File: src/rtl/cfsp_pkg.sv
`default_nettype none
package cfsp_pkg;

  localparam logic [4:0] SEC_MAGIC     = 5'd0;
  localparam logic [4:0] SEC_MINOR     = 5'd1;
  localparam logic [4:0] SEC_MAJOR     = 5'd2;
  localparam logic [4:0] SEC_POOLCNT   = 5'd3;
  localparam logic [4:0] SEC_TAG       = 5'd4;
  localparam logic [4:0] SEC_BODY      = 5'd5;
  localparam logic [4:0] SEC_ACCESS    = 5'd6;
  localparam logic [4:0] SEC_THIS      = 5'd7;
  localparam logic [4:0] SEC_SUPER     = 5'd8;
  localparam logic [4:0] SEC_IFCNT     = 5'd9;
  localparam logic [4:0] SEC_IFIDX     = 5'd10;
  localparam logic [4:0] SEC_FIELDCNT  = 5'd11;
  localparam logic [4:0] SEC_MEMBER    = 5'd12;
  localparam logic [4:0] SEC_ATTRCNT   = 5'd13;
  localparam logic [4:0] SEC_ATTRNAME  = 5'd14;
  localparam logic [4:0] SEC_ATTRLEN   = 5'd15;
  localparam logic [4:0] SEC_ATTRBODY  = 5'd16;
  localparam logic [4:0] SEC_METHCNT   = 5'd17;
  localparam logic [4:0] SEC_DEAD      = 5'd18;
  localparam logic [4:0] SEC_CLASSATTR = 5'd19;

  localparam logic [2:0] ERR_NONE      = 3'd0;
  localparam logic [2:0] ERR_SHORT     = 3'd1;
  localparam logic [2:0] ERR_MAGIC     = 3'd2;
  localparam logic [2:0] ERR_TAG       = 3'd3;
  localparam logic [2:0] ERR_TRUNC     = 3'd4;

  localparam logic [31:0] CLASS_MAGIC  = 32'hCAFEBABE;
  localparam logic [3:0]  MIN_LENGTH   = 4'd10;

  localparam logic [7:0] TAG_UTF8      = 8'd1;
  localparam logic [7:0] TAG_LONG      = 8'd5;
  localparam logic [7:0] TAG_DOUBLE    = 8'd6;

  typedef struct packed {
    logic [7:0] byte_value;
    logic       end_of_file;
    logic [3:0] body_size;
    logic       wide;
    logic       utf8;
  } cfsp_entry_t;

  typedef struct packed {
    logic [7:0]  data_byte;
    logic [4:0]  section;
    logic        field_end;
    logic [15:0] pool_slot;
    logic [2:0]  error_code;
    logic        file_done;
  } cfsp_result_t;

  function automatic logic [3:0] cfsp_body_size(input logic [7:0] tag);
    logic [3:0] size;
    case (tag)
      8'd1, 8'd7, 8'd8, 8'd16, 8'd19, 8'd20:               size = 4'd2;
      8'd3, 8'd4, 8'd9, 8'd10, 8'd11, 8'd12, 8'd17, 8'd18: size = 4'd4;
      8'd5, 8'd6:                                          size = 4'd8;
      8'd15:                                               size = 4'd3;
      default:                                             size = 4'd0;
    endcase
    return size;
  endfunction

endpackage
`default_nettype wire

File: src/rtl/cfsp_if.sv
`default_nettype none
interface cfsp_in_if;
  logic       valid;
  logic       ready;
  logic [7:0] byte_value;
  logic       end_of_file;

  modport source (output valid, output byte_value, output end_of_file, input ready);
  modport sink (input valid, input byte_value, input end_of_file, output ready);
endinterface

interface cfsp_out_if;
  logic        valid;
  logic        ready;
  logic [7:0]  data_byte;
  logic [4:0]  section;
  logic        field_end;
  logic [15:0] pool_slot;
  logic [2:0]  error_code;
  logic        file_done;

  modport source (output valid, output data_byte, output section, output field_end,
                  output pool_slot, output error_code, output file_done, input ready);
  modport sink (input valid, input data_byte, input section, input field_end,
                input pool_slot, input error_code, input file_done, output ready);
endinterface
`default_nettype wire

File: src/rtl/class_file_structure_parser.sv
// Streaming Java class file labeler. Each input beat carries one byte of a class
// file and a flag on its last byte; each output beat returns that byte with its
// structural section, a field-end mark, the constant pool slot, the latched
// error code and the end-of-file mark. The block sustains one byte per clock
// while the output is ready: the parser state machine in the back end updates
// once per byte, and a two-entry queue plus an output register let either side
// stall independently. State returns to reset after the last byte of each
// file, so files may follow back to back.
`default_nettype none
module class_file_structure_parser (
  input  logic       clk,
  input  logic       rst_n,
  cfsp_in_if.sink    in_ch,
  cfsp_out_if.source out_ch
);
  import cfsp_pkg::*;

  cfsp_entry_t  push_entry;
  cfsp_entry_t  head;
  cfsp_result_t result;
  logic         push;
  logic         pop;
  logic         q_full;
  logic         q_valid;
  logic         out_valid;

  cfsp_front u_front (
    .in_valid (in_ch.valid),
    .in_byte  (in_ch.byte_value),
    .in_eof   (in_ch.end_of_file),
    .in_ready (in_ch.ready),
    .q_full   (q_full),
    .push     (push),
    .entry    (push_entry)
  );

  cfsp_fifo u_fifo (
    .clk        (clk),
    .rst_n      (rst_n),
    .push       (push),
    .push_entry (push_entry),
    .pop        (pop),
    .full       (q_full),
    .q_valid    (q_valid),
    .head       (head)
  );

  cfsp_back u_back (
    .clk       (clk),
    .rst_n     (rst_n),
    .q_valid   (q_valid),
    .q_entry   (head),
    .pop       (pop),
    .out_valid (out_valid),
    .out_ready (out_ch.ready),
    .result    (result)
  );

  assign out_ch.valid      = out_valid;
  assign out_ch.data_byte  = result.data_byte;
  assign out_ch.section    = result.section;
  assign out_ch.field_end  = result.field_end;
  assign out_ch.pool_slot  = result.pool_slot;
  assign out_ch.error_code = result.error_code;
  assign out_ch.file_done  = result.file_done;
endmodule
`default_nettype wire

File: src/rtl/cfsp_front.sv
`default_nettype none
module cfsp_front (
  input  logic                 in_valid,
  input  logic [7:0]           in_byte,
  input  logic                 in_eof,
  output logic                 in_ready,
  input  logic                 q_full,
  output logic                 push,
  output cfsp_pkg::cfsp_entry_t entry
);
  import cfsp_pkg::*;

  assign in_ready = !q_full;
  assign push     = in_valid && !q_full;

  always_comb begin
    entry.byte_value  = in_byte;
    entry.end_of_file = in_eof;
    entry.body_size   = cfsp_body_size(in_byte);
    entry.wide        = (in_byte == TAG_LONG) || (in_byte == TAG_DOUBLE);
    entry.utf8        = (in_byte == TAG_UTF8);
  end
endmodule
`default_nettype wire

File: src/rtl/cfsp_fifo.sv
`default_nettype none
module cfsp_fifo (
  input  logic                  clk,
  input  logic                  rst_n,
  input  logic                  push,
  input  cfsp_pkg::cfsp_entry_t push_entry,
  input  logic                  pop,
  output logic                  full,
  output logic                  q_valid,
  output cfsp_pkg::cfsp_entry_t head
);
  import cfsp_pkg::*;

  cfsp_entry_t mem_r [2];
  logic        wr_ptr_r;
  logic        rd_ptr_r;
  logic [1:0]  count_r;
  logic [1:0]  count_nxt;

  assign full    = (count_r == 2'd2);
  assign q_valid = (count_r != 2'd0);
  assign head    = mem_r[rd_ptr_r];

  always_comb begin
    count_nxt = count_r;
    if (push && !pop) begin
      count_nxt = count_r + 2'd1;
    end else if (pop && !push) begin
      count_nxt = count_r - 2'd1;
    end
  end

  always_ff @(posedge clk) begin
    if (push) begin
      mem_r[wr_ptr_r] <= push_entry;
    end
  end

  always_ff @(posedge clk) begin
    if (!rst_n) begin
      wr_ptr_r <= 1'b0;
      rd_ptr_r <= 1'b0;
      count_r  <= 2'd0;
    end else begin
      if (push) begin
        wr_ptr_r <= !wr_ptr_r;
      end
      if (pop) begin
        rd_ptr_r <= !rd_ptr_r;
      end
      count_r <= count_nxt;
    end
  end
endmodule
`default_nettype wire

File: src/rtl/cfsp_back.sv
`default_nettype none
module cfsp_back (
  input  logic                   clk,
  input  logic                   rst_n,
  input  logic                   q_valid,
  input  cfsp_pkg::cfsp_entry_t  q_entry,
  output logic                   pop,
  output logic                   out_valid,
  input  logic                   out_ready,
  output cfsp_pkg::cfsp_result_t result
);
  import cfsp_pkg::*;

  logic [4:0]   phase_r, phase_nxt;
  logic [2:0]   bif_r, bif_nxt;
  logic [3:0]   seen_r, seen_nxt;
  logic [31:0]  magic_r, magic_nxt;
  logic [15:0]  pool_rem_r, pool_rem_nxt;
  logic [15:0]  slot_r, slot_nxt;
  logic [15:0]  body_rem_r, body_rem_nxt;
  logic [7:0]   hold_r, hold_nxt;
  logic [15:0]  list_rem_r, list_rem_nxt;
  logic [15:0]  attr_rem_r, attr_rem_nxt;
  logic [31:0]  attr_left_r, attr_left_nxt;
  logic         in_meth_r, in_meth_nxt;
  logic [2:0]   err_r, err_nxt;
  logic         out_valid_r;
  cfsp_result_t result_r, result_nxt;

  logic [7:0]   b;
  logic         eof;
  logic [15:0]  word;
  logic [15:0]  list_dec;
  logic [15:0]  attr_dec;
  logic [15:0]  body_dec;
  logic [31:0]  left_dec;
  logic [15:0]  pool_dec;
  logic [4:0]   member_phase;
  logic [4:0]   sec;
  logic         fe;
  logic [15:0]  slot_out;
  logic [2:0]   bif_inc;
  logic         body_done;
  logic         body_two;

  assign pop       = q_valid && (!out_valid_r || out_ready);
  assign out_valid = out_valid_r;
  assign result    = result_r;

  assign b        = q_entry.byte_value;
  assign eof      = q_entry.end_of_file;
  assign word     = {hold_r, b};
  assign list_dec = (list_rem_r != 16'd0) ? list_rem_r - 16'd1 : 16'd0;
  assign attr_dec = (attr_rem_r != 16'd0) ? attr_rem_r - 16'd1 : 16'd0;
  assign body_dec = (body_rem_r != 16'd0) ? body_rem_r - 16'd1 : 16'd0;
  assign left_dec = (attr_left_r != 32'd0) ? attr_left_r - 32'd1 : 32'd0;
  assign pool_dec = q_entry.wide ? 16'd2 : 16'd1;
  assign bif_inc  = bif_r + 3'd1;
  assign member_phase = (list_dec != 16'd0) ? SEC_MEMBER :
                        (in_meth_r ? SEC_CLASSATTR : SEC_METHCNT);

  always_comb begin
    phase_nxt     = phase_r;
    bif_nxt       = bif_r;
    seen_nxt      = (seen_r < MIN_LENGTH) ? seen_r + 4'd1 : seen_r;
    magic_nxt     = magic_r;
    pool_rem_nxt  = pool_rem_r;
    slot_nxt      = slot_r;
    body_rem_nxt  = body_rem_r;
    hold_nxt      = hold_r;
    list_rem_nxt  = list_rem_r;
    attr_rem_nxt  = attr_rem_r;
    attr_left_nxt = attr_left_r;
    in_meth_nxt   = in_meth_r;
    err_nxt       = err_r;
    sec           = phase_r;
    fe            = 1'b0;
    slot_out      = 16'd0;
    body_done     = 1'b0;
    body_two      = 1'b0;

    case (phase_r)
      SEC_MAGIC: begin
        magic_nxt = {magic_r[23:0], b};
        bif_nxt   = bif_inc;
        if (bif_r >= 3'd3) begin
          bif_nxt = 3'd0;
          fe      = 1'b1;
          if ({magic_r[23:0], b} != CLASS_MAGIC) begin
            err_nxt   = ERR_MAGIC;
            phase_nxt = SEC_DEAD;
          end else begin
            phase_nxt = SEC_MINOR;
          end
        end
      end
      SEC_MINOR, SEC_MAJOR, SEC_ACCESS, SEC_THIS, SEC_SUPER: begin
        if (bif_r == 3'd0) begin
          hold_nxt = b;
          bif_nxt  = 3'd1;
        end else begin
          bif_nxt   = 3'd0;
          fe        = 1'b1;
          phase_nxt = phase_r + 5'd1;
        end
      end
      SEC_POOLCNT: begin
        if (bif_r == 3'd0) begin
          hold_nxt = b;
          bif_nxt  = 3'd1;
        end else begin
          bif_nxt      = 3'd0;
          fe           = 1'b1;
          pool_rem_nxt = (word > 16'd1) ? word - 16'd1 : 16'd0;
          slot_nxt     = 16'd1;
          phase_nxt    = (word > 16'd1) ? SEC_TAG : SEC_ACCESS;
        end
      end
      SEC_TAG: begin
        slot_out = slot_r;
        fe       = 1'b1;
        if (q_entry.body_size == 4'd0) begin
          err_nxt   = ERR_TAG;
          phase_nxt = SEC_DEAD;
        end else begin
          pool_rem_nxt = (pool_rem_r > pool_dec) ? pool_rem_r - pool_dec : 16'd0;
          if (q_entry.utf8) begin
            bif_nxt = 3'd1;
          end else if (q_entry.wide) begin
            bif_nxt = 3'd4;
          end else begin
            bif_nxt = 3'd0;
          end
          body_rem_nxt = {12'd0, q_entry.body_size};
          phase_nxt    = SEC_BODY;
        end
      end
      SEC_BODY: begin
        slot_out = slot_r;
        if (bif_r == 3'd1) begin
          hold_nxt = b;
          bif_nxt  = 3'd2;
        end else if (bif_r == 3'd2) begin
          body_rem_nxt = word;
          bif_nxt      = 3'd0;
          body_done    = (word == 16'd0);
        end else begin
          body_rem_nxt = body_dec;
          body_done    = (body_dec == 16'd0);
          body_two     = (bif_r == 3'd4);
        end
        if (body_done) begin
          fe        = 1'b1;
          slot_nxt  = slot_r + (body_two ? 16'd2 : 16'd1);
          bif_nxt   = 3'd0;
          phase_nxt = (pool_rem_r != 16'd0) ? SEC_TAG : SEC_ACCESS;
        end
      end
      SEC_IFCNT: begin
        if (bif_r == 3'd0) begin
          hold_nxt = b;
          bif_nxt  = 3'd1;
        end else begin
          bif_nxt      = 3'd0;
          fe           = 1'b1;
          list_rem_nxt = word;
          phase_nxt    = (word != 16'd0) ? SEC_IFIDX : SEC_FIELDCNT;
        end
      end
      SEC_IFIDX: begin
        if (bif_r == 3'd0) begin
          hold_nxt = b;
          bif_nxt  = 3'd1;
        end else begin
          bif_nxt      = 3'd0;
          fe           = 1'b1;
          list_rem_nxt = list_dec;
          if (list_dec == 16'd0) begin
            phase_nxt = SEC_FIELDCNT;
          end
        end
      end
      SEC_FIELDCNT, SEC_METHCNT: begin
        if (bif_r == 3'd0) begin
          hold_nxt = b;
          bif_nxt  = 3'd1;
        end else begin
          bif_nxt      = 3'd0;
          fe           = 1'b1;
          list_rem_nxt = word;
          in_meth_nxt  = (phase_r == SEC_METHCNT);
          if (word != 16'd0) begin
            phase_nxt = SEC_MEMBER;
          end else begin
            phase_nxt = (phase_r == SEC_METHCNT) ? SEC_CLASSATTR : SEC_METHCNT;
          end
        end
      end
      SEC_MEMBER: begin
        bif_nxt = bif_inc;
        fe      = !bif_inc[0];
        if (bif_inc >= 3'd6) begin
          bif_nxt   = 3'd0;
          phase_nxt = SEC_ATTRCNT;
        end
      end
      SEC_ATTRCNT: begin
        if (bif_r == 3'd0) begin
          hold_nxt = b;
          bif_nxt  = 3'd1;
        end else begin
          bif_nxt      = 3'd0;
          fe           = 1'b1;
          attr_rem_nxt = word;
          if (word != 16'd0) begin
            phase_nxt = SEC_ATTRNAME;
          end else begin
            list_rem_nxt = list_dec;
            phase_nxt    = member_phase;
          end
        end
      end
      SEC_ATTRNAME: begin
        if (bif_r == 3'd0) begin
          hold_nxt = b;
          bif_nxt  = 3'd1;
        end else begin
          bif_nxt   = 3'd0;
          fe        = 1'b1;
          phase_nxt = SEC_ATTRLEN;
        end
      end
      SEC_ATTRLEN: begin
        attr_left_nxt = {attr_left_r[23:0], b};
        bif_nxt       = bif_inc;
        if (bif_r >= 3'd3) begin
          bif_nxt = 3'd0;
          fe      = 1'b1;
          if ({attr_left_r[23:0], b} != 32'd0) begin
            phase_nxt = SEC_ATTRBODY;
          end else begin
            attr_rem_nxt = attr_dec;
            if (attr_dec != 16'd0) begin
              phase_nxt = SEC_ATTRNAME;
            end else begin
              list_rem_nxt = list_dec;
              phase_nxt    = member_phase;
            end
          end
        end
      end
      SEC_ATTRBODY: begin
        attr_left_nxt = left_dec;
        if (left_dec == 32'd0) begin
          fe           = 1'b1;
          attr_rem_nxt = attr_dec;
          if (attr_dec != 16'd0) begin
            phase_nxt = SEC_ATTRNAME;
          end else begin
            list_rem_nxt = list_dec;
            phase_nxt    = member_phase;
          end
        end
      end
      SEC_CLASSATTR: begin
        fe = eof;
      end
      default: begin
        sec       = SEC_DEAD;
        phase_nxt = SEC_DEAD;
      end
    endcase

    if (eof) begin
      if (seen_nxt < MIN_LENGTH) begin
        err_nxt = ERR_SHORT;
      end else if (err_nxt == ERR_NONE && phase_nxt != SEC_CLASSATTR) begin
        err_nxt = ERR_TRUNC;
      end
    end

    result_nxt.data_byte  = b;
    result_nxt.section    = sec;
    result_nxt.field_end  = fe;
    result_nxt.pool_slot  = slot_out;
    result_nxt.error_code = err_nxt;
    result_nxt.file_done  = eof;
  end

  always_ff @(posedge clk) begin
    if (pop) begin
      result_r <= result_nxt;
    end
  end

  always_ff @(posedge clk) begin
    if (!rst_n) begin
      out_valid_r <= 1'b0;
    end else if (pop) begin
      out_valid_r <= 1'b1;
    end else if (out_ready) begin
      out_valid_r <= 1'b0;
    end
  end

  always_ff @(posedge clk) begin
    if (!rst_n || (pop && eof)) begin
      phase_r     <= SEC_MAGIC;
      bif_r       <= 3'd0;
      seen_r      <= 4'd0;
      magic_r     <= 32'd0;
      pool_rem_r  <= 16'd0;
      slot_r      <= 16'd0;
      body_rem_r  <= 16'd0;
      hold_r      <= 8'd0;
      list_rem_r  <= 16'd0;
      attr_rem_r  <= 16'd0;
      attr_left_r <= 32'd0;
      in_meth_r   <= 1'b0;
      err_r       <= ERR_NONE;
    end else if (pop) begin
      phase_r     <= phase_nxt;
      bif_r       <= bif_nxt;
      seen_r      <= seen_nxt;
      magic_r     <= magic_nxt;
      pool_rem_r  <= pool_rem_nxt;
      slot_r      <= slot_nxt;
      body_rem_r  <= body_rem_nxt;
      hold_r      <= hold_nxt;
      list_rem_r  <= list_rem_nxt;
      attr_rem_r  <= attr_rem_nxt;
      attr_left_r <= attr_left_nxt;
      in_meth_r   <= in_meth_nxt;
      err_r       <= err_nxt;
    end
  end
endmodule
`default_nettype wire

File: src/flat_wrapper.sv
// flat-port wrapper written by rule: the top's interface ports become plain ports
module class_file_structure_parser_flat import cfsp_pkg::*;
  (clk, rst_n, in_ch_valid, in_ch_byte_value, in_ch_end_of_file, in_ch_ready, out_ch_valid, out_ch_data_byte, out_ch_section, out_ch_field_end, out_ch_pool_slot, out_ch_error_code, out_ch_file_done, out_ch_ready);
  cfsp_in_if in_ch_i ();
  cfsp_out_if out_ch_i ();
  input  logic clk;
  input  logic rst_n;
  input wire logic [$bits(in_ch_i.valid)-1:0] in_ch_valid;
  input wire logic [$bits(in_ch_i.byte_value)-1:0] in_ch_byte_value;
  input wire logic [$bits(in_ch_i.end_of_file)-1:0] in_ch_end_of_file;
  output wire logic [$bits(in_ch_i.ready)-1:0] in_ch_ready;
  output wire logic [$bits(out_ch_i.valid)-1:0] out_ch_valid;
  output wire logic [$bits(out_ch_i.data_byte)-1:0] out_ch_data_byte;
  output wire logic [$bits(out_ch_i.section)-1:0] out_ch_section;
  output wire logic [$bits(out_ch_i.field_end)-1:0] out_ch_field_end;
  output wire logic [$bits(out_ch_i.pool_slot)-1:0] out_ch_pool_slot;
  output wire logic [$bits(out_ch_i.error_code)-1:0] out_ch_error_code;
  output wire logic [$bits(out_ch_i.file_done)-1:0] out_ch_file_done;
  input wire logic [$bits(out_ch_i.ready)-1:0] out_ch_ready;
  assign in_ch_i.valid = in_ch_valid;
  assign in_ch_i.byte_value = in_ch_byte_value;
  assign in_ch_i.end_of_file = in_ch_end_of_file;
  assign in_ch_ready = in_ch_i.ready;
  assign out_ch_valid = out_ch_i.valid;
  assign out_ch_data_byte = out_ch_i.data_byte;
  assign out_ch_section = out_ch_i.section;
  assign out_ch_field_end = out_ch_i.field_end;
  assign out_ch_pool_slot = out_ch_i.pool_slot;
  assign out_ch_error_code = out_ch_i.error_code;
  assign out_ch_file_done = out_ch_i.file_done;
  assign out_ch_i.ready = out_ch_ready;
  class_file_structure_parser u_core (.clk(clk), .rst_n(rst_n), .in_ch(in_ch_i), .out_ch(out_ch_i));
endmodule
File: config.mk
export PLATFORM = sky130hd
export DESIGN_NAME = class_file_structure_parser_flat
export DESIGN_NICKNAME = d
export VERILOG_FILES = /design/src/rtl/cfsp_pkg.sv /design/src/rtl/cfsp_if.sv /design/src/rtl/class_file_structure_parser.sv /design/src/rtl/cfsp_front.sv /design/src/rtl/cfsp_fifo.sv /design/src/rtl/cfsp_back.sv /design/src/flat_wrapper.sv
export SDC_FILE = /design/constraint.sdc
export NUM_CORES = 1
export LEC_CHECK = 0
export BUFFER_PORTS_ARGS = -buffer_cell sky130_fd_sc_hd__buf_2
export CAP_MARGIN = 20
export CORE_ASPECT_RATIO = 1.75
export CORE_UTILIZATION = 68
export DETAILED_ROUTE_END_ITERATION = 8
export PLACE_DENSITY = 0.93
export REMOVE_ABC_BUFFERS = 1
export SYNTH_ARGS = -nofsm -noshare
export SYNTH_HDL_FRONTEND = slang
export SYNTH_SLANG_ARGS = --single-unit
File: constraint.sdc
create_clock -name clk -period 6.4 [get_ports clk]
set_input_delay 0.64 -clock clk [delete_from_list [all_inputs] [get_ports clk]]
set_output_delay 0.64 -clock clk [all_outputs]
set_load 0.03 [all_outputs]
==> results of run 1 <==
==> layout make-up <==
cell class	instances	share of cell area, %
Clock buffer	29	3.93
Clock inverter	11	0.829
Inverter	55	1.38
Multi-Input combinational cell	1334	53.4
Sequential cell	230	35.1
Tap cell	245	2.05
Timing Repair Buffer	83	3.35
==> synth_stat cells (9+ instances only) <==
cell type	instances
o32ai_1	16
a211oi_1	44
or3_1	27
edfxtp_1	64
a221oi_1	11
nand2b_1	19
o21ai_0	95
nand4_1	23
o22ai_1	17
xnor2_1	32
nand3_1	31
dfxtp_1	166
o31ai_1	19
nor2b_1	15
xor2_1	31
clkbuf_1	106
ha_1	31
nor3_1	76
o211ai_1	16
inv_1	54
a31oi_1	15
nor2_1	248
or4_1	11
nand2_1	168
nor4_1	42
nand3b_1	10
mux2i_1	36
a21oi_1	111
a22oi_1	31
o221ai_1	9
and2_1	26
==> worst min path at each step <==
stage	slack, ps	cells after the start	startpoint	to
after floorplan	430	2	u_core.u_back.err_r[2]	u_core.u_back.err_r[2]
after global placement	430	2	u_core.u_back.err_r[2]	u_core.u_back.err_r[2]
after detailed placement	440	2	u_core.u_back.magic_r[20]	u_core.u_back.magic_r[20]
after CTS	330	1	in_ch_byte_value[5]	u_core.u_fifo.mem_r[0][12]
after global routing	330	1	in_ch_byte_value[5]	u_core.u_fifo.mem_r[0][12]
final	330	1	in_ch_byte_value[5]	u_core.u_fifo.mem_r[0][12]
==> sequential cells by signal, indices dropped and copies added (netlist names), 8 cells and up, named ones only <==
signal,cells
u_core.u_back.result,34
u_core.u_back.attr_left_r,32
u_core.u_fifo.mem_r,30
u_core.u_back.magic_r,24
u_core.u_back.attr_rem_r,16
u_core.u_back.body_rem_r,16
u_core.u_back.list_rem_r,16
u_core.u_back.pool_rem_r,16
u_core.u_back.slot_r,16
u_core.u_back.hold_r,8
==> layer usage <==
| layer | global-route usage (%) | wire length, um | vias to the layer above |
|---|---|---|---|
| li1 | - | - | 6329 |
| met1 | 43.1 | 14300 | 6409 |
| met2 | 70.0 | 21100 | 832 |
| met3 | 11.9 | 4050 | 294 |
| met4 | 35.7 | 4080 | 4 |
| met5 | 0 | 31 | - |
==> critical path, stage by stage, from the launching register on <==
cell and delay, ps:
dfxtp_1 440, nor3_1 430, nand4b_1 370, nor4_1 980, and2_1 480, nand2b_1 160
buf_4 340, o211a_1 810, o21ai_0 280, a22oi_1 230, nor2_1 70
==> logic make-up (layout without fill, tap and decap cells) <==
kind of cell / Yosys count / after routing / synth area share (%)
AOI/OAI and AO/OA: 452 / 452 / 21.3
xor gates and xnor gates: 63 / 63 / 3.98
adders and majority gates: 33 / 33 / 3.09
buffers and inverters: 173 / 178 / 4.77
DFF: 230 / 230 / 37.8
muxes: 38 / 38 / 2.76
and+or+nand+nor: 748 / 748 / 26.2
==> per-stage QoR <==
step | cell area [sq um] | setup WS (ps) | utilization, %
2_1_floorplan | 13400 | -51.3 | -
3_3_place_gp | 14200 | 1950 | 71.5
3_5_place_dp | 14200 | 1740 | 71.5
4_1_cts | 14900 | 1510 | 75.1
5_1_grt | 14900 | 1440 | 75.4
6_report | 14900 | 1660 | 75.4
==> power groups by stage <==
stage	clock network, W	registers [W]	logic (W)
global placement	0	0.00203	0.00318
CTS	0.00132	0.00201	0.00326
global route	0.00137	0.00205	0.00368
floorplan	0	0.00221	0.00207
detailed placement	0	0.00203	0.00323
finish	0.00132	0.00202	0.00340
==> impl_metrics.env, run 1 <==
export IMPL_post_cts_buffers=0
export IMPL_routed_wl_mm=43.6
export IMPL_seqPwrFrac_pct=30.0
export IMPL_die_area_sq_mm=0.0210
export IMPL_track_usage_pct=42.3
export IMPL_tns_ps=0
export IMPL_cts_sinks=230
export IMPL_nFillCells=1479
export IMPL_ys_warn_count=0
export IMPL_grt_start_max_net_pins=75
export IMPL_skew_ps=10.7
export IMPL_worstSetupStartpointType="register"
export IMPL_start_util_pct=69.9
export IMPL_ir_worst_vdd_mv=0.376
export IMPL_hold_viol=0
export IMPL_power_switching_w=0.00315
export IMPL_vias_per_cell=6.98
export IMPL_ys_top_cells_by_area="dfxtp_1 24%, edfxtp_1 14%, nor2_1 6.7%"
export IMPL_chipHeight_um=191
export IMPL_period_share_pct=74.1
export IMPL_ys_types=81
export IMPL_seq_area_sq_mm=0.00525
export IMPL_clk_latency_ps=530
export IMPL_place_congestion=1.05
export IMPL_ant_nets=0
export IMPL_drc=0
export IMPL_tritoncts="built"
export IMPL_design_core_area_sq_mm=0.0198
export IMPL_cp_startpoint="u_core.u_back.attr_left_r[16]"
export IMPL_grt_pass1_vias=13407
export IMPL_syn_avg_cell_area_sq_um=7.98
export IMPL_cp_end_kind="register"
export IMPL_ctsRootBufferMaster="clkbuf_16"
export IMPL_grt_pass1_wl_mm=68.3
export IMPL_layout_common_cells="247 x nor2_1, 168 x nand2_1, 166 x dfxtp_1"
export IMPL_cts_buffers=22
export IMPL_cp_arrival_ps=5120
export IMPL_critPathKind="reg -> reg"
export IMPL_final_common_cell="nor2_1"
export IMPL_p_int_w=0.00359
export IMPL_row_count=68
export IMPL_first_pass_iters=8
export IMPL_fin_crit_ps=4740
export IMPL_syn_cell_area_sq_mm=0.0139
export IMPL_clk_pin_slew_ps=60
export IMPL_multiInputGateArea_sq_mm=0.00797
export IMPL_stdcell_count=1987
export IMPL_p_leak_nw=5.68
export IMPL_dp_cells=1940
export IMPL_finalSetupViolations=0
export IMPL_syn_inst=1737
export IMPL_hold_buffers=0
export IMPL_yosys_most_used_dff="dfxtp_1"
export IMPL_antenna_found_initial=2
export IMPL_async_flop_share_pct=0
export IMPL_synth_top_area_share_pct=24.0
export IMPL_sw_frac_of_total_pct=46.7
export IMPL_drive_above_1_share_pct=8.04
export IMPL_reg2reg_depth=10
export IMPL_overflow=0
export IMPL_relSlewSlack_pct=18.2
export IMPL_slew_violations=0
export IMPL_tightest_slew_ps=1200
export IMPL_hold_class="in -> reg"
export IMPL_p_per_area_mw_per_mm2=451
export IMPL_htree_levels=1
export IMPL_yosysSeqAreaShare_pct=37.8
export IMPL_reg2reg_from="u_core.u_back.attr_left_r[16]"
export IMPL_cts_resized_gates=0
export IMPL_path_max_fanout=32
export IMPL_pwr_share_comb_pct=50.5
export IMPL_io_buffers=48
export IMPL_hold_slack_ps=335
export IMPL_synth_seq_cells=230
export IMPL_dp_hpwl_mm=29.7
export IMPL_worstSetupEndpoint="u_core.u_back.attr_rem_r[2]"
export IMPL_cts_buffer_depth=3
export IMPL_clockPowerShare_pct=19.5
export IMPL_rsz0062_at_grt="no"
export IMPL_nets=1772
export IMPL_maxCapViolations=0
export IMPL_dr_first_iter_drc_count=1439
export IMPL_critPathRequiredTime_ps=6780
export IMPL_power_w=0.00674
export IMPL_num_vias=13868
export IMPL_die_w_um=110
export IMPL_max_freq_mhz=211
export IMPL_io_pins=49
export IMPL_syn2layout_area_growth_pct=7.76
export IMPL_r2r_end="u_core.u_back.attr_rem_r[2]"
export IMPL_n_antenna_cell=0
export IMPL_synth_edf_count=64
export IMPL_r2r_setup_slack_ps=1660
export IMPL_outcome="completed"
export IMPL_yosys_area_top_type="dfxtp_1"
export IMPL_wl_per_cell_um=21.9
(Power assumes the default switching activity.)
==> inputs of run 2 (changes only) <==
CORE_UTILIZATION = 57   (was 68)
PLACE_DENSITY = 0.84   (was 0.93)
clock period = 4.15 ns   (was 6.4 ns; I/O delays follow)
==> run 2 against run 1 <==
Effect of this change: flip-flop and latch count stayed put; maximum frequency is 22% higher; hold slack worse by 200 ps; die area is 19% higher; first-iteration DRC count is 0.90% higher; clock power is 56% higher; wire length is 5.9% higher; power is 60% higher; global-route usage is 5.4 points lower; largest cell class unchanged; non-clock buffer count is 48 higher.
==> impl_metrics.env, run 2 (synthesized netlist as in run 1, its figures left out) <==
export IMPL_path_max_fanout=13
export IMPL_cts_resized_gates=0
export IMPL_die_w_um=120
export IMPL_critPathRequiredTime_ps=4510
export IMPL_outcome="completed"
export IMPL_cts_buffers=23
export IMPL_pwr_share_comb_pct=52.3
export IMPL_max_freq_mhz=258
export IMPL_largest_register_ffs=34
export IMPL_syn2layout_area_growth_pct=11.4
export IMPL_antenna_found_initial=1
export IMPL_vias_per_cell=6.61
export IMPL_period_share_pct=93.5
export IMPL_cts_sinks=230
export IMPL_seqPwrFrac_pct=28.6
export IMPL_hold_buffers=0
export IMPL_clk_latency_ps=550
export IMPL_final_common_cell="nor2_1"
export IMPL_routed_wl_mm=46.2
export IMPL_start_util_pct=57.9
export IMPL_grt_pass1_vias=13558
export IMPL_ir_worst_vdd_mv=0.419
export IMPL_design_core_area_sq_mm=0.0239
export IMPL_p_int_w=0.00573
export IMPL_hold_viol=0
export IMPL_cts_buffer_depth=3
export IMPL_wl_per_cell_um=22.0
export IMPL_row_count=75
export IMPL_cp_arrival_ps=4240
export IMPL_tritoncts="built"
export IMPL_htree_levels=1
export IMPL_post_route_util_pct=64.6
export IMPL_die_area_sq_mm=0.0250
export IMPL_drc=0
export IMPL_power_switching_w=0.00503
export IMPL_nFillCells=2091
export IMPL_chipHeight_um=208
export IMPL_overflow=0
export IMPL_num_vias=13875
export IMPL_finalSetupViolations=0
export IMPL_clk_pin_slew_ps=70
export IMPL_track_usage_pct=36.9
export IMPL_n_antenna_cell=0
export IMPL_relSlewSlack_pct=30.8
export IMPL_layout_common_cells="247 x nor2_1, 168 x nand2_1, 166 x dfxtp_1"
export IMPL_rsz0062_at_grt="no"
export IMPL_ctsRootBufferMaster="clkbuf_16"
export IMPL_tns_ps=0
export IMPL_dr_first_iter_drc_count=1452
export IMPL_maxCapViolations=0
export IMPL_first_pass_iters=7
export IMPL_cp_end_kind="register"
export IMPL_critPathKind="reg -> reg"
export IMPL_p_leak_nw=5.93
export IMPL_worstSetupStartpointType="register"
export IMPL_nets=1821
export IMPL_tightest_slew_ps=1030
export IMPL_place_congestion=0.999
export IMPL_p_per_area_mw_per_mm2=697
export IMPL_io_buffers=48
export IMPL_skew_ps=18.1
export IMPL_slew_violations=0
export IMPL_ant_nets=0
export IMPL_drive_above_1_share_pct=10.8
export IMPL_clockPowerShare_pct=19.1
export IMPL_io_pins=49
export IMPL_sw_frac_of_total_pct=46.7
export IMPL_grt_pass1_wl_mm=72.0
export IMPL_fin_crit_ps=3880
export IMPL_post_cts_buffers=0
export IMPL_hold_class="in -> reg"
export IMPL_grt_start_max_net_pins=141
export IMPL_dp_hpwl_mm=33.4
run 2: changes by cell type in the layout (fill, tap and decap cells not counted), moves of 2 or more:
cell       change
clkbuf_4       -2
nor3b_1        -2
buf_2          -2
clkbuf_2       -2
clkbuf_16      +2
buf_4         +53
nor3b_2        +2
clkbuf_8       +2
buf_12         +2
bufinv_16      -2
run 2: worst paths after layout:
path / start / end / slack, ps / depth (start not counted)
setup / recovery: u_core.u_back.attr_left_r[0] / u_core.u_back.result[3] / 270 / 13
hold / removal: in_ch_byte_value[0] / u_core.u_fifo.mem_r[0][7] / 130 / 1
setup reg to reg: u_core.u_back.attr_left_r[0] / u_core.u_back.result[3] / 270 / 13
hold reg to reg: u_core.u_back.magic_r[18] / u_core.u_back.magic_r[18] / 450 / 2
run 2: per-stage QoR:
step	power [W]	setup WS, ps	area, sq um	hold slack [ps]	std cells
final	0.0108	272	15500	134	2100
after global routing	0.0113	5.74	15500	126	2100
after CTS	0.0106	41.7	15400	122	2100
after detailed placement	0.00856	102	14700	445	2058
after global placement	0.00849	249	14700	434	2058
after floorplan	0.00660	-2300	13400	426	1619
run 2: critical path, stage by stage, from the launching register on:
cell	delay, ps
dfxtp_1	380
inv_1	90
ha_1	330
nor3b_1	380
nand2_1	350
xnor2_1	220
nor4_1	300
nand4_1	190
nor4_1	360
buf_4	230
nor2_1	120
o31ai_1	350
nor2_1	120
a311oi_1	260
run 2: power groups by stage:
stage | Combinational [W] | Sequential, W | Clock [W]
finish | 0.00563 | 0.00308 | 0.00206
global route | 0.00605 | 0.00311 | 0.00216
CTS | 0.00549 | 0.00307 | 0.00208
detailed placement | 0.00545 | 0.00311 | 0
global placement | 0.00540 | 0.00309 | 0
floorplan | 0.00320 | 0.00341 | 0
run 2: routing by layer:
metal / share of wire, % / up-vias / GRT usage, %
met4: 8.7 / 2 / 30.6
li1: - / 6424 / -
met2: 51 / 727 / 65.6
met1: 34 / 6480 / 36.7
met3: 6.7 / 242 / 6.55
met5: 0.026 / - / 0
run 2: layout make-up:
type | count | area [sq um] | share of cell area (%)
Clock buffer | 34 | 668 | 4.32
Inverter | 55 | 206 | 1.34
Sequential cell | 230 | 5250 | 33.9
Timing Repair Buffer | 131 | 888 | 5.75
Multi-Input combinational cell | 1334 | 8000 | 51.8
Clock inverter | 8 | 57.6 | 0.372
Tap cell | 308 | 385 | 2.49
==> inputs of run 3 (changes only) <==
CORE_UTILIZATION = 65   (was 57)
PLACE_DENSITY = 0.9   (was 0.84)
clock period = 4.9 ns   (was 4.15 ns; I/O delays follow)
==> run 3 against run 2 <==
Effect of this change: wire length is 4.0% lower; maximum frequency is 6.8% lower; power is 16% lower; core utilization is 7.8 points higher; non-clock buffer count is 29 lower; largest power group unchanged.
==> impl_metrics.env, run 3 (synthesized netlist as in run 1, its figures left out) <==
export IMPL_outcome="completed"
export IMPL_htree_levels=1
export IMPL_power_switching_w=0.00416
export IMPL_wl_per_cell_um=22.0
export IMPL_first_pass_iters=6
export IMPL_largest_register_ffs=34
export IMPL_p_leak_nw=5.79
export IMPL_io_buffers=48
export IMPL_n_antenna_cell=0
export IMPL_critPathRequiredTime_ps=5240
export IMPL_finalSetupViolations=0
export IMPL_track_usage_pct=40.5
export IMPL_ant_nets=0
export IMPL_row_count=70
export IMPL_nets=1791
export IMPL_clk_latency_ps=530
export IMPL_vias_per_cell=6.89
export IMPL_io_pins=49
export IMPL_ctsRootBufferMaster="clkbuf_16"
export IMPL_skew_ps=15.4
export IMPL_tightest_slew_ps=978
export IMPL_drc=0
export IMPL_cpMostUsedCell="a31oi_1"
export IMPL_tns_ps=0
export IMPL_tritoncts="built"
export IMPL_drive_above_1_share_pct=9.14
export IMPL_hold_viol=0
export IMPL_start_util_pct=66.2
export IMPL_pwr_share_comb_pct=50.7
export IMPL_die_w_um=112
export IMPL_grt_pass1_vias=13497
export IMPL_cts_sinks=230
export IMPL_grt_pass1_wl_mm=70.1
export IMPL_p_int_w=0.00486
export IMPL_final_common_cell="nor2_1"
export IMPL_p_per_area_mw_per_mm2=596
export IMPL_hold_class="in -> reg"
export IMPL_period_share_pct=85.0
export IMPL_grt_start_max_net_pins=86
export IMPL_clockPowerShare_pct=20.3
export IMPL_dp_hpwl_mm=31.7
export IMPL_critPathKind="reg -> reg"
export IMPL_clk_pin_slew_ps=70
export IMPL_layout_common_cells="247 x nor2_1, 168 x nand2_1, 166 x dfxtp_1"
export IMPL_cts_buffers=22
export IMPL_path_cells="inv_1 -> ha_1 -> nor3b_1 -> a31oi_1 -> a2111oi_0 -> a31oi_1 -> or2_2 -> o21a_1 -> or4_1 -> a31oi_1 -> nor3_1 -> a311oi_1"
export IMPL_maxCapViolations=0
export IMPL_post_cts_buffers=0
export IMPL_fin_area_sq_mm=0.0151
export IMPL_worstSetupStartpointType="register"
export IMPL_seqPwrFrac_pct=29.0
export IMPL_ir_worst_vdd_mv=0.421
export IMPL_postPlaceCellArea_sq_mm=0.0144
export IMPL_slew_violations=0
export IMPL_overflow=0
export IMPL_syn2layout_area_growth_pct=9.22
export IMPL_dr_first_iter_drc_count=1336
export IMPL_cts_buffer_depth=3
export IMPL_cp_end_kind="register"
export IMPL_routed_wl_mm=44.3
export IMPL_fin_crit_ps=4160
export IMPL_cts_resized_gates=0
export IMPL_design_core_area_sq_mm=0.0209
export IMPL_cp_arrival_ps=4500
export IMPL_max_stage_delay_ps=650
export IMPL_place_congestion=1.04
export IMPL_antenna_found_initial=0
export IMPL_rsz0062_at_grt="no"
export IMPL_relSlewSlack_pct=34.8
export IMPL_path_max_fanout=11
export IMPL_num_vias=13870
export IMPL_hold_buffers=0
export IMPL_sw_frac_of_total_pct=46.2
export IMPL_chipHeight_um=195
export IMPL_post_route_util_pct=72.3
export IMPL_max_freq_mhz=240
export IMPL_crit_slowest_cell="a2111oi_0"
export IMPL_die_area_sq_mm=0.0219
==> run 3: changes by cell type in the layout (fill, tap and decap cells not counted), sizes merged <==
cell	change
buf	-29
clkbuf	-6
bufinv	+3
clkinv	+2
clkinvlp	-1
==> run 3: through the flow <==
step / instances / setup WS [ps] / hold slack [ps] / total power [W]
2_1_floorplan: 1619 / -1550 / 426 / 0.00559
6_report: 2013 / 736 / 179 / 0.00902
5_1_grt: 2013 / 321 / 186 / 0.00947
3_5_place_dp: 1972 / 813 / 442 / 0.00707
3_3_place_gp: 1972 / 947 / 436 / 0.00700
4_1_cts: 2012 / 756 / 174 / 0.00891
==> run 3: power groups by stage <==
stage | Clock, W | Combinational (W) | Sequential, W
after detailed placement | 0 | 0.00443 | 0.00265
after CTS | 0.00183 | 0.00447 | 0.00261
final | 0.00183 | 0.00457 | 0.00262
after global routing | 0.00190 | 0.00492 | 0.00265
after global placement | 0 | 0.00437 | 0.00263
after floorplan | 0 | 0.00271 | 0.00289
==> run 3: path summary, 6_finish.rpt <==
check	depth (start not counted)	start	endpoint	slack (ps)
max reg2reg	12	u_core.u_back.attr_rem_r[0]	u_core.u_back.result[3]	740
max	12	u_core.u_back.attr_rem_r[0]	u_core.u_back.result[3]	740
min	1	in_ch_byte_value[5]	u_core.u_fifo.mem_r[1][12]	180
min reg2reg	2	u_core.u_back.err_r[2]	u_core.u_back.err_r[2]	450
==> run 3: layout make-up <==
class	count	area, sq um
clock inverters	12	158
flip-flops and latches	230	5250
clock buffers	28	604
inverters	55	206
repair buffers	102	643
well taps	252	315
fillers	1665	5790
multi-input cells	1334	7970
==> run 3: per-layer routing <==
metal | GRT usage, % | vias up | routed length (um)
met5 | 0 | - | 0
met4 | 34.6 | 0 | 3970
met3 | 6.49 | 247 | 2950
li1 | - | 6375 | -
met1 | 41.4 | 6528 | 15300
met2 | 71.5 | 720 | 22200
==> run 3: critical path, delay by kind of cell, from the launching register on <==
kind | cells | cell delay [ps]
compound gates | 6 | 1760
buf+inv | 1 | 90
flops | 1 | 400
fa+ha+maj | 1 | 310
simple gates | 4 | 1420
